===== src/hdl/ftpst_pkg.sv =====
// Package for the FTP reply parser with AUTH TLS upgrade.
// Holds the phase codes, action codes, byte constants and shared structs.
// No dependencies.
`default_nettype none

package ftpst_pkg;

	localparam int ByteW  = 8;
	localparam int CodeW  = 10;
	localparam int PhaseW = 4;
	localparam int ActW   = 2;

	localparam logic [PhaseW-1:0] PH_GREET   = 4'd0;
	localparam logic [PhaseW-1:0] PH_ANSWER  = 4'd6;
	localparam logic [PhaseW-1:0] PH_ANS_END = 4'd11;
	localparam logic [PhaseW-1:0] PH_CLOSED  = 4'd12;
	localparam logic [PhaseW-1:0] PH_HANDOFF = 4'd13;

	localparam logic [PhaseW-1:0] OFF_DIGIT1 = 4'd1;
	localparam logic [PhaseW-1:0] OFF_DIGIT2 = 4'd2;
	localparam logic [PhaseW-1:0] OFF_DIGIT3 = 4'd3;
	localparam logic [PhaseW-1:0] OFF_SEP    = 4'd4;
	localparam logic [PhaseW-1:0] OFF_TEXT   = 4'd5;

	localparam logic [ActW-1:0] ACT_NONE  = 2'd0;
	localparam logic [ActW-1:0] ACT_AUTH  = 2'd1;
	localparam logic [ActW-1:0] ACT_TLS   = 2'd2;
	localparam logic [ActW-1:0] ACT_CLOSE = 2'd3;

	localparam logic [CodeW-1:0] CODE_TLS_OK = 10'd234;

	localparam logic [ByteW-1:0] CH_ZERO   = 8'h30;
	localparam logic [ByteW-1:0] CH_NINE   = 8'h39;
	localparam logic [ByteW-1:0] CH_SPACE  = 8'h20;
	localparam logic [ByteW-1:0] CH_HYPHEN = 8'h2D;
	localparam logic [ByteW-1:0] CH_TILDE  = 8'h7E;
	localparam logic [ByteW-1:0] CH_CR     = 8'h0D;
	localparam logic [ByteW-1:0] CH_LF     = 8'h0A;

	typedef struct packed {
		logic [PhaseW-1:0] phase;
		logic [CodeW-1:0]  accum;
		logic              final_line;
	} parse_state_t;

	typedef struct packed {
		logic             banner_valid;
		logic [ByteW-1:0] banner_byte;
		logic [ActW-1:0]  action;
		logic [CodeW-1:0] reply_code;
		logic             segment_done;
	} result_t;

endpackage

`default_nettype wire


===== src/hdl/ftpst_step.sv =====
// Combinational parser step: one byte against the current parser state.
// Produces the next parser state and the result item. Depends on ftpst_pkg.
`default_nettype none

module ftpst_step import ftpst_pkg::*; (
	input  wire parse_state_t     cur,
	input  wire logic [ByteW-1:0] rx_byte,
	input  wire logic             end_of_segment,
	output parse_state_t          nxt,
	output result_t               res
);

	logic              is_start;
	logic              is_answer;
	logic [PhaseW-1:0] eff;
	logic [PhaseW-1:0] off;
	logic [CodeW-1:0]  acc0;
	logic [CodeW-1:0]  acc_mul;
	logic [CodeW-1:0]  digit;
	logic              is_digit;
	logic              is_print;
	logic              echo;
	logic [ActW-1:0]   act;

	always_comb begin
		is_start  = (cur.phase == PH_GREET) || (cur.phase == PH_ANSWER);
		is_answer = (cur.phase >= PH_ANSWER) && (cur.phase <= PH_ANS_END);
		eff       = is_start ? cur.phase + 4'd1 : cur.phase;
		off       = is_answer ? eff - PH_ANSWER : eff;
		if (cur.phase > PH_ANS_END) begin
			off = '0;
		end
		acc0      = is_start ? '0 : cur.accum;
		acc_mul   = {acc0[CodeW-4:0], 3'b000} + {acc0[CodeW-2:0], 1'b0};
		digit     = {{(CodeW-ByteW){1'b0}}, rx_byte - CH_ZERO};
		is_digit  = (rx_byte >= CH_ZERO) && (rx_byte <= CH_NINE);
		is_print  = (rx_byte >= CH_SPACE) && (rx_byte <= CH_TILDE);

		nxt       = cur;
		nxt.accum = acc0;
		echo      = 1'b0;
		act       = ACT_NONE;

		case (off)
			OFF_DIGIT1, OFF_DIGIT2, OFF_DIGIT3: begin
				if (is_digit) begin
					nxt.accum = acc_mul + digit;
					nxt.phase = eff + 4'd1;
					echo      = 1'b1;
				end else begin
					nxt.phase = PH_CLOSED;
					act       = ACT_CLOSE;
				end
			end
			OFF_SEP: begin
				if ((rx_byte == CH_SPACE) || (rx_byte == CH_HYPHEN)) begin
					nxt.final_line = (rx_byte == CH_SPACE);
					nxt.phase      = eff + 4'd1;
					echo           = 1'b1;
				end else begin
					nxt.phase = PH_CLOSED;
					act       = ACT_CLOSE;
				end
			end
			OFF_TEXT: begin
				if (rx_byte == CH_CR) begin
					echo = 1'b0;
				end else if (rx_byte == CH_LF) begin
					if (!is_answer) begin
						echo = 1'b1;
						if (cur.final_line) begin
							act       = ACT_AUTH;
							nxt.phase = PH_ANSWER;
						end else begin
							nxt.phase = PH_GREET;
						end
					end else if (acc0 == CODE_TLS_OK) begin
						act       = ACT_TLS;
						nxt.phase = PH_HANDOFF;
						nxt.accum = '0;
					end else begin
						act       = ACT_CLOSE;
						nxt.phase = PH_CLOSED;
					end
				end else if (!is_print) begin
					act       = ACT_CLOSE;
					nxt.phase = PH_CLOSED;
				end else begin
					echo = 1'b1;
				end
			end
			default: begin
				nxt = cur;
			end
		endcase

		res.banner_valid = echo;
		res.banner_byte  = echo ? rx_byte : '0;
		res.action       = act;
		res.reply_code   = nxt.accum;
		res.segment_done = end_of_segment;
	end

endmodule

`default_nettype wire


===== src/hdl/ftpst_out_stage.sv =====
// Result register with its valid/stall handshake toward the consumer.
// Loads a new result item whenever it is empty or being drained. Depends on ftpst_pkg.
`default_nettype none

module ftpst_out_stage import ftpst_pkg::*; (
	input  wire logic    clk,
	input  wire logic    arst_n,
	input  wire logic    load,
	input  wire result_t res_in,
	output logic         advance,
	output logic         out_valid,
	input  wire logic    out_stall,
	output result_t      res_out
);

	logic    valid_s2;
	result_t res_s2;

	assign advance   = !valid_s2 || !out_stall;
	assign out_valid = valid_s2;
	assign res_out   = res_s2;

	always_ff @(posedge clk or negedge arst_n) begin
		if (!arst_n) begin
			valid_s2 <= 1'b0;
		end else if (advance) begin
			valid_s2 <= load;
		end
	end

	always_ff @(posedge clk) begin
		if (advance && load) begin
			res_s2 <= res_in;
		end
	end

endmodule

`default_nettype wire


===== src/hdl/ftp_reply_starttls_parser_core.sv =====
// Top level of the FTP reply parser with AUTH TLS upgrade.
// Holds the input register and parser state; uses ftpst_step, ftpst_out_stage, ftpst_pkg.
//
// The block takes one server reply byte per item and returns exactly one result item
// per byte, in order. An item passes from the input register into the result register,
// and a new item is accepted every cycle while the consumer keeps stall low. The
// parser state advances when an item moves from the input register into the result
// register.
`default_nettype none

module ftp_reply_starttls_parser_core import ftpst_pkg::*; (
	input  wire logic             clk,
	input  wire logic             arst_n,
	input  wire logic             in_valid,
	output logic                  in_stall,
	input  wire logic [ByteW-1:0] rx_byte,
	input  wire logic             end_of_segment,
	output logic                  out_valid,
	input  wire logic             out_stall,
	output logic                  banner_valid,
	output logic [ByteW-1:0]      banner_byte,
	output logic [ActW-1:0]       action,
	output logic [CodeW-1:0]      reply_code,
	output logic                  segment_done
);

	logic             valid_s1;
	logic [ByteW-1:0] byte_s1;
	logic             eos_s1;
	logic             advance;
	logic             in_accept;
	parse_state_t     state_q;
	parse_state_t     state_nxt;
	result_t          res_new;
	result_t          res_out;

	assign in_stall  = valid_s1 && !advance;
	assign in_accept = in_valid && !in_stall;

	always_ff @(posedge clk or negedge arst_n) begin
		if (!arst_n) begin
			valid_s1 <= 1'b0;
		end else if (in_accept) begin
			valid_s1 <= 1'b1;
		end else if (advance) begin
			valid_s1 <= 1'b0;
		end
	end

	always_ff @(posedge clk) begin
		if (in_accept) begin
			byte_s1 <= rx_byte;
			eos_s1  <= end_of_segment;
		end
	end

	ftpst_step u_step (
		.cur            (state_q),
		.rx_byte        (byte_s1),
		.end_of_segment (eos_s1),
		.nxt            (state_nxt),
		.res            (res_new)
	);

	always_ff @(posedge clk or negedge arst_n) begin
		if (!arst_n) begin
			state_q.phase      <= PH_GREET;
			state_q.accum      <= '0;
			state_q.final_line <= 1'b0;
		end else if (valid_s1 && advance) begin
			state_q <= state_nxt;
		end
	end

	ftpst_out_stage u_out (
		.clk       (clk),
		.arst_n    (arst_n),
		.load      (valid_s1),
		.res_in    (res_new),
		.advance   (advance),
		.out_valid (out_valid),
		.out_stall (out_stall),
		.res_out   (res_out)
	);

	assign banner_valid = res_out.banner_valid;
	assign banner_byte  = res_out.banner_byte;
	assign action       = res_out.action;
	assign reply_code   = res_out.reply_code;
	assign segment_done = res_out.segment_done;

	a_closed_sticks: assert property (@(posedge clk) disable iff (!arst_n)
		(state_q.phase == PH_CLOSED) |=> (state_q.phase == PH_CLOSED))
		else $error("Parser left the closed phase.");

	a_handoff_sticks: assert property (@(posedge clk) disable iff (!arst_n)
		(state_q.phase == PH_HANDOFF) |=> (state_q.phase == PH_HANDOFF))
		else $error("Parser left the handoff phase.");

	a_tls_clears_code: assert property (@(posedge clk) disable iff (!arst_n)
		(out_valid && action == ACT_TLS) |-> (reply_code == '0))
		else $error("Handoff item carries a nonzero reply code.");

	a_no_echo_on_end: assert property (@(posedge clk) disable iff (!arst_n)
		(out_valid && banner_valid) |-> (action != ACT_CLOSE && action != ACT_TLS))
		else $error("Echoed byte on a close or handoff item.");

	a_stall_cause: assert property (@(posedge clk) disable iff (!arst_n)
		in_stall |-> (out_valid && out_stall && valid_s1))
		else $error("Input stalled while the pipeline could move.");

endmodule

`default_nettype wire


===== config.mk =====
export PLATFORM = sky130hd
export DESIGN_NAME = ftp_reply_starttls_parser_core
export DESIGN_NICKNAME = d
export VERILOG_FILES = /design/src/hdl/ftpst_pkg.sv /design/src/hdl/ftpst_step.sv /design/src/hdl/ftpst_out_stage.sv /design/src/hdl/ftp_reply_starttls_parser_core.sv
export SDC_FILE = /design/constraint.sdc
export NUM_CORES = 1
export LEC_CHECK = 0
export ABC_AREA = 1
export BUFFER_PORTS_ARGS = -buffer_cell sky130_fd_sc_hd__buf_2
export CAP_MARGIN = 20
export CORE_ASPECT_RATIO = 0.7
export CORE_MARGIN = 2
export CORE_UTILIZATION = 35
export CTS_BUF_LIST = sky130_fd_sc_hd__clkbuf_16
export DETAILED_ROUTE_END_ITERATION = 10
export GPL_TIMING_DRIVEN = 1
export PLACE_DENSITY = 0.64
export SLEW_MARGIN = 40
export SYNTH_ARGS = -nofsm -noshare
export SYNTH_HDL_FRONTEND = slang
export SYNTH_SLANG_ARGS = --single-unit

===== constraint.sdc =====
create_clock -name clk -period 4 [get_ports clk]
set_clock_uncertainty 0.1 [all_clocks]
set_input_delay 0.4 -clock clk [delete_from_list [all_inputs] [get_ports clk]]
set_output_delay 0.4 -clock clk [all_outputs]
set_load 0.02 [all_outputs]

# --- Yosys cells after proc, flatten, opt, wreduce, memory -nomap -nowiden ---
# Cells that the tools add are included.
totals:
  word_cells: 93
  mem_bits_rw: 0
  in_bits: 13
  regBits: 48
  latchBits: 0
  memories: 0
  output_inout_bits: 24
  mem_bits_ro: 0
op_classes:
  muxes: 36
  div_mod_pow: 0
  n_eq_ne: 13
  order_cmp: 7
  n_reduce_logical: 19
  bitwise: 0
  n_addsub: 6
  shifts: 0
  n_mul: 0
op_table:
  columns: ["cell", "n"]
  rows:
  - ["$mux 10", 5]
  - ["$mux 4", 8]
  - ["$pmux 10 s3", 1]
  - ["$eq 8x4->1 const B", 2]
  - ["$eq 8x6->1 const B", 2]
  - ["$ge 8x6->1 const B", 2]
  - ["$mux 14", 1]
  - ["$eq 4x3->1 const B", 3]
  - ["$mux 2", 6]
  - ["$pmux 4 s3", 1]
  - ["$mux 1", 11]
  - ["$add 10x10->10", 1]
  - ["$add 10x8->10", 1]
  - ["$eq 10x8->1 const B", 1]
  - ["$add 4x1->4 const B", 2]
  - ["$eq 4x2->1 const B", 2]
  - ["$le 8x6->1 const B", 1]
  - ["$le 8x7->1 const B", 1]
  - ["$sub 8x6->8 const B", 1]
  - ["$logic_and 1x1->1", 6]
  - ["$pmux 2 s3", 1]
  - ["$eq 4x1->1 const B", 1]
  - ["$ge 4x3->1 const B", 1]
  - ["$gt 4x4->1 const B", 1]
  - ["14 further kinds", 19]

# --- Depth between registers and ports, before layout ---
logic_depth:
  depth_word: 10
  mapped_depth: 24
  depth_no_buf: 23

# --- Cells and area by module ---
# From an unflattened synthesis, not the netlist that was laid out.
unflattened:
  cells_unflattened: 448
  area_unflattened_um2: 3573.4
modules_own_cells:
  columns: ["module", "n_inst", "area_per_inst_um2", "seq_area_each_um2", "cells_each"]
  rows:
  - ["ftpst_step", 1, 1899.3, 0.0, 339]
  - ["ftp_reply_starttls_parser_core", 1, 972.2, 670.6, 82]
  - ["ftpst_out_stage", 1, 701.9, 685.7, 27]

# --- Least setup slack after synthesis ---
# No wires, ideal clock.
synth_timing:
  path_type: "reg2reg"
  startpoint: "register state_q[11] (netlist bit)"
  endpoint: "register u_out.res_s2 (netlist bit u_out.res_out[9]) (data pin)"
  synth_period_minus_slack_ps: 3206
  setup_time_ps: 266
  path_stages_with_launch: 17
  path_buffers: 1
  arrival_time_ps: 2840
  setup_slack_ps: 794
  required_time_ps: 3634
  cell_sequence: "dfrtp_1 inv_1 ha_1 nand3_4 nand2_4 buf_6 nor2_1 inv_1 fa_1 inv_1 ha_1 nand2_1 or2_2 nand4_1 nand3_1 o211ai_2 nand3_2"
synth_lines:
  columns: ["element", "line_no", "rtl"]
  rows:
  - ["from (decl)", "ftp_reply_starttls_parser_core.sv:32", "parse_state_t state_q;"]
  - ["from (signal assigned)", "ftp_reply_starttls_parser_core.sv:71", "state_q <= state_nxt;"]
  - ["to (signal assigned)", "ftpst_out_stage.sv:33", "res_s2 <= res_in;"]
  - ["to (decl)", "ftpst_out_stage.sv:17", "result_t res_s2;"]

==> results.json <==
{
  "ios": 37,
  "p_comb_share_pct": 58.5,
  "start_util_pct": 36.0,
  "avgViaCountPerCell": 4.85,
  "slew_headroom_pct": 48.0,
  "antenna_found_initial": 0,
  "synth_cells": 432,
  "globalRouteMet2Util_pct": 25.0,
  "drive_gt1_share_pct": 19.5,
  "antenna_cells": 0,
  "cts_buffer_depth": 2,
  "hpwl_mm": 6.35,
  "cts_tree": "built",
  "die_w_um": 123,
  "pre_cts_slack_ns": 0.438,
  "synthMuxAreaShare_pct": 0,
  "grt_remaining_overflow": 0,
  "synthAdderAreaFrac_pct": 8.76,
  "synth_top_family_by_area": "simple AND/OR/NAND/NOR gates",
  "maxSlewViolCount": 0,
  "ys_ff_latch": 48,
  "drv_cap": 0,
  "synth_compound_area_share_pct": 7.87,
  "startpoint_type": "flip-flop",
  "die-area_um2": 10800,
  "clk_pin_slew_ns": 0.07,
  "post_cts_resized": 0,
  "min_period_ns": 3.56,
  "path_cells": "inv_1 > ha_1 > nand3_4 > nand2_4 > nor2_1 > inv_1 > fa_1 > inv_1 > ha_1 > nand2_1 > or2_2 > nand4_1 > nand3_1 > o211ai_2 > nand3_2",
  "synthesis.area_um2": 3480,
  "stdcell_area_um2": 3960,
  "synth.distinct_cells": 38,
  "busiest_layer": "met2",
  "gp_congestion": 0.951,
  "min_path_type": "input pin to flip-flop",
  "leakagePower_nw": 2.01,
  "fill_cells": 1009,
  "place_area_um2": 3800,
  "yosys.area.top_type": "edfxtp_1",
  "grt_pass1_wl_mm": 13.8,
  "syn_nets": 467,
  "clk_latency_ns": 0.29,
  "drc_errors": 0,
  "num_vias": 2912,
  "status": "finished, final reports clean",
  "fin_setup_tns_ns": 0,
  "ir_drop_mv": 0.260,
  "worst-endpoint-arrival_ns": 3.49,
  "port_buffers": 36,
  "finalPower_mw": 2.84,
  "fmax_mhz": 281,
  "final_util_pct": 40.9,
  "yosys_warnings": 0,
  "tightest_slew_ns": 0.779,
  "crit_fanout": 13,
  "syn2layout_area_growth_pct": 13.6,
  "die_h_um": 87.5,
  "grt_pass1_vias": 2746,
  "internal_power_mw": 1.43,
  "syn_avg_cell_area_um2": 8.06,
  "min_period_over_period_pct": 88.9,
  "cpMostUsedCell": "inv_1",
  "met1_usage_pct": 24.3,
  "drt_pass1_iterations": 5,
  "crit_path_top_delay_cell": "fa_1",
  "cts_setup_buffers": 0,
  "htree_levels": 2,
  "rsz0062_at_grt": "false",
  "worst-setup-path-type": "flip-flop to flip-flop",
  "p_sw_mw": 1.41,
  "wl_per_cell_um": 13.4,
  "grt_use_met3_pct": 3.47,
  "mostFrequentLayoutCells": "nand2_1, inv_1, nand3_1",
  "final.setup.worst_slack_ns": 0.443,
  "rows": 30,
  "sw_frac_of_total_pct": 49.8,
  "synth_top_cell_area_share_pct": 26.7,
  "slowest_delay_ns": 0.54,
  "worstSetupEndpointType": "flip-flop",
  "crit_required_ns": 3.93,
  "finalHoldViolations": 0,
  "p_clk_share_pct": 14.7,
  "grt_usage_pct": 16.5,
  "nNetsFinal": 507,
  "wl_mm": 8.08,
  "synth_xor_area_share_pct": 2.26,
  "reg2reg_slack_ns": 0.44,
  "coreArea_um2": 9680,
  "synthTopCellsByArea": "edfxtp_1, nand2_1, dfrtp_1",
  "clockRootBuffer": "clkbuf_16",
  "seq_area_frac_synth_pct": 38.9,
  "final_antenna_net_count": 0,
  "synth-simple-area-share_pct": 32.6,
  "cellPowerDensity_nw_per_um2": 719,
  "final_common_cell": "nand2_1",
  "numCtsBuffers": 5,
  "setup_viol": 0,
  "power_frac_seq_pct": 26.8,
  "clock-sinks": 48,
  "drtIter0Drc": 236,
  "grt_max_degree": 23
}
flip-flops by register name (all words and copies together) (netlist names):
signal / flops
u_out.res_out: 22
state_q: 15
byte_s1: 8
eos_s1: 1
u_out.out_valid: 1
valid_s1: 1
metal layers:
layer | share of wire (%) | routed length [µm]
met5 | 0 | 0
met4 | 0.90 | 73
met3 | 6.8 | 552
met2 | 43 | 3490
met1 | 49 | 3970
Yosys cell counts, drive strengths merged:
library cell and count:
o21bai 1, dfrtp 17, conb 1, inv 76
nand2 128, edfxtp 31, nand3 50, buf 5
o221ai 2, nand3b 2, o31ai 1, o21ai 18
nor3 2, a21boi 3, clkinv 1, a21o 2
fa 4, ha 18, nand4 11, xor2 4
xnor2 5, or2 3, nor2 33, a21oi 7
o211ai 4, and2 1, a31oi 2
stage by stage:
stage                     std cells  hold WS (ns)
after floorplan                 432       0.00441
after global placement          592         0.268
after detailed placement        592         0.270
after CTS                       601         0.177
after global routing            601         0.169
final                           601         0.176
power by group through the flow:
stage / Sequential, mW / Clock, mW / Combinational (mW)
2_1_floorplan: 0.810 / 0 / 1.24
3_3_place_gp: 0.770 / 0 / 1.61
3_5_place_dp: 0.772 / 0 / 1.64
4_1_cts: 0.761 / 0.426 / 1.65
5_1_grt: 0.776 / 0.447 / 1.85
6_report: 0.762 / 0.417 / 1.66
logic make-up after synthesis:
group / count (synthesis)
AND/OR/NAND/NOR: 230
other: 1
adder cells (fa/ha/maj): 22
buffers and inverters: 82
flip-flops: 48
XOR/XNOR: 9
AO/OA/AOI/OAI: 40
critical path: cells and delay by family, from the launching register on:
kind            cells  cell delay (ns)
fa+ha+maj           3             1.13
compound gates      1             0.15
simple gates        8             1.24
flops               1             0.41
buf+inv             3             0.26
worst paths after layout:
| path | start | end | cells after the start |
|---|---|---|---|
| worst max-delay path | state_q[11]$_DFFE_PN0P_ | u_out.res_out[9]$_DFFE_PP_ | 15 |
| worst min-delay path | rx_byte[1] | byte_s1[1]$_DFFE_PP_ | 1 |
| worst max register to register | state_q[11]$_DFFE_PN0P_ | u_out.res_out[9]$_DFFE_PP_ | 15 |
| worst min register to register | eos_s1$_DFFE_PP_ | u_out.res_out[0]$_DFFE_PP_ | 0 |
| max in group asynchronous | arst_n | state_q[0]$_DFFE_PN0P_ | 2 |
| min in group asynchronous | arst_n | state_q[9]$_DFFE_PN0P_ | 2 |
area by class of cell:
class,count,area (µm²),share of cell area (%)
multi-input combinational,302,1810,45.6
sequential,48,1360,34.3
inverter,77,292,7.37
timing repair buffer,38,198,5.00
tap,128,160,4.05
clock buffer,5,125,3.16
clock inverter,3,20.0,0.506
timing repair:
item                       in CTS  in global routing
hold buffers                    1                  0
setup endpoints to repair       0                  0
hold endpoints to repair       17                  0
(Power assumes the default switching activity.)
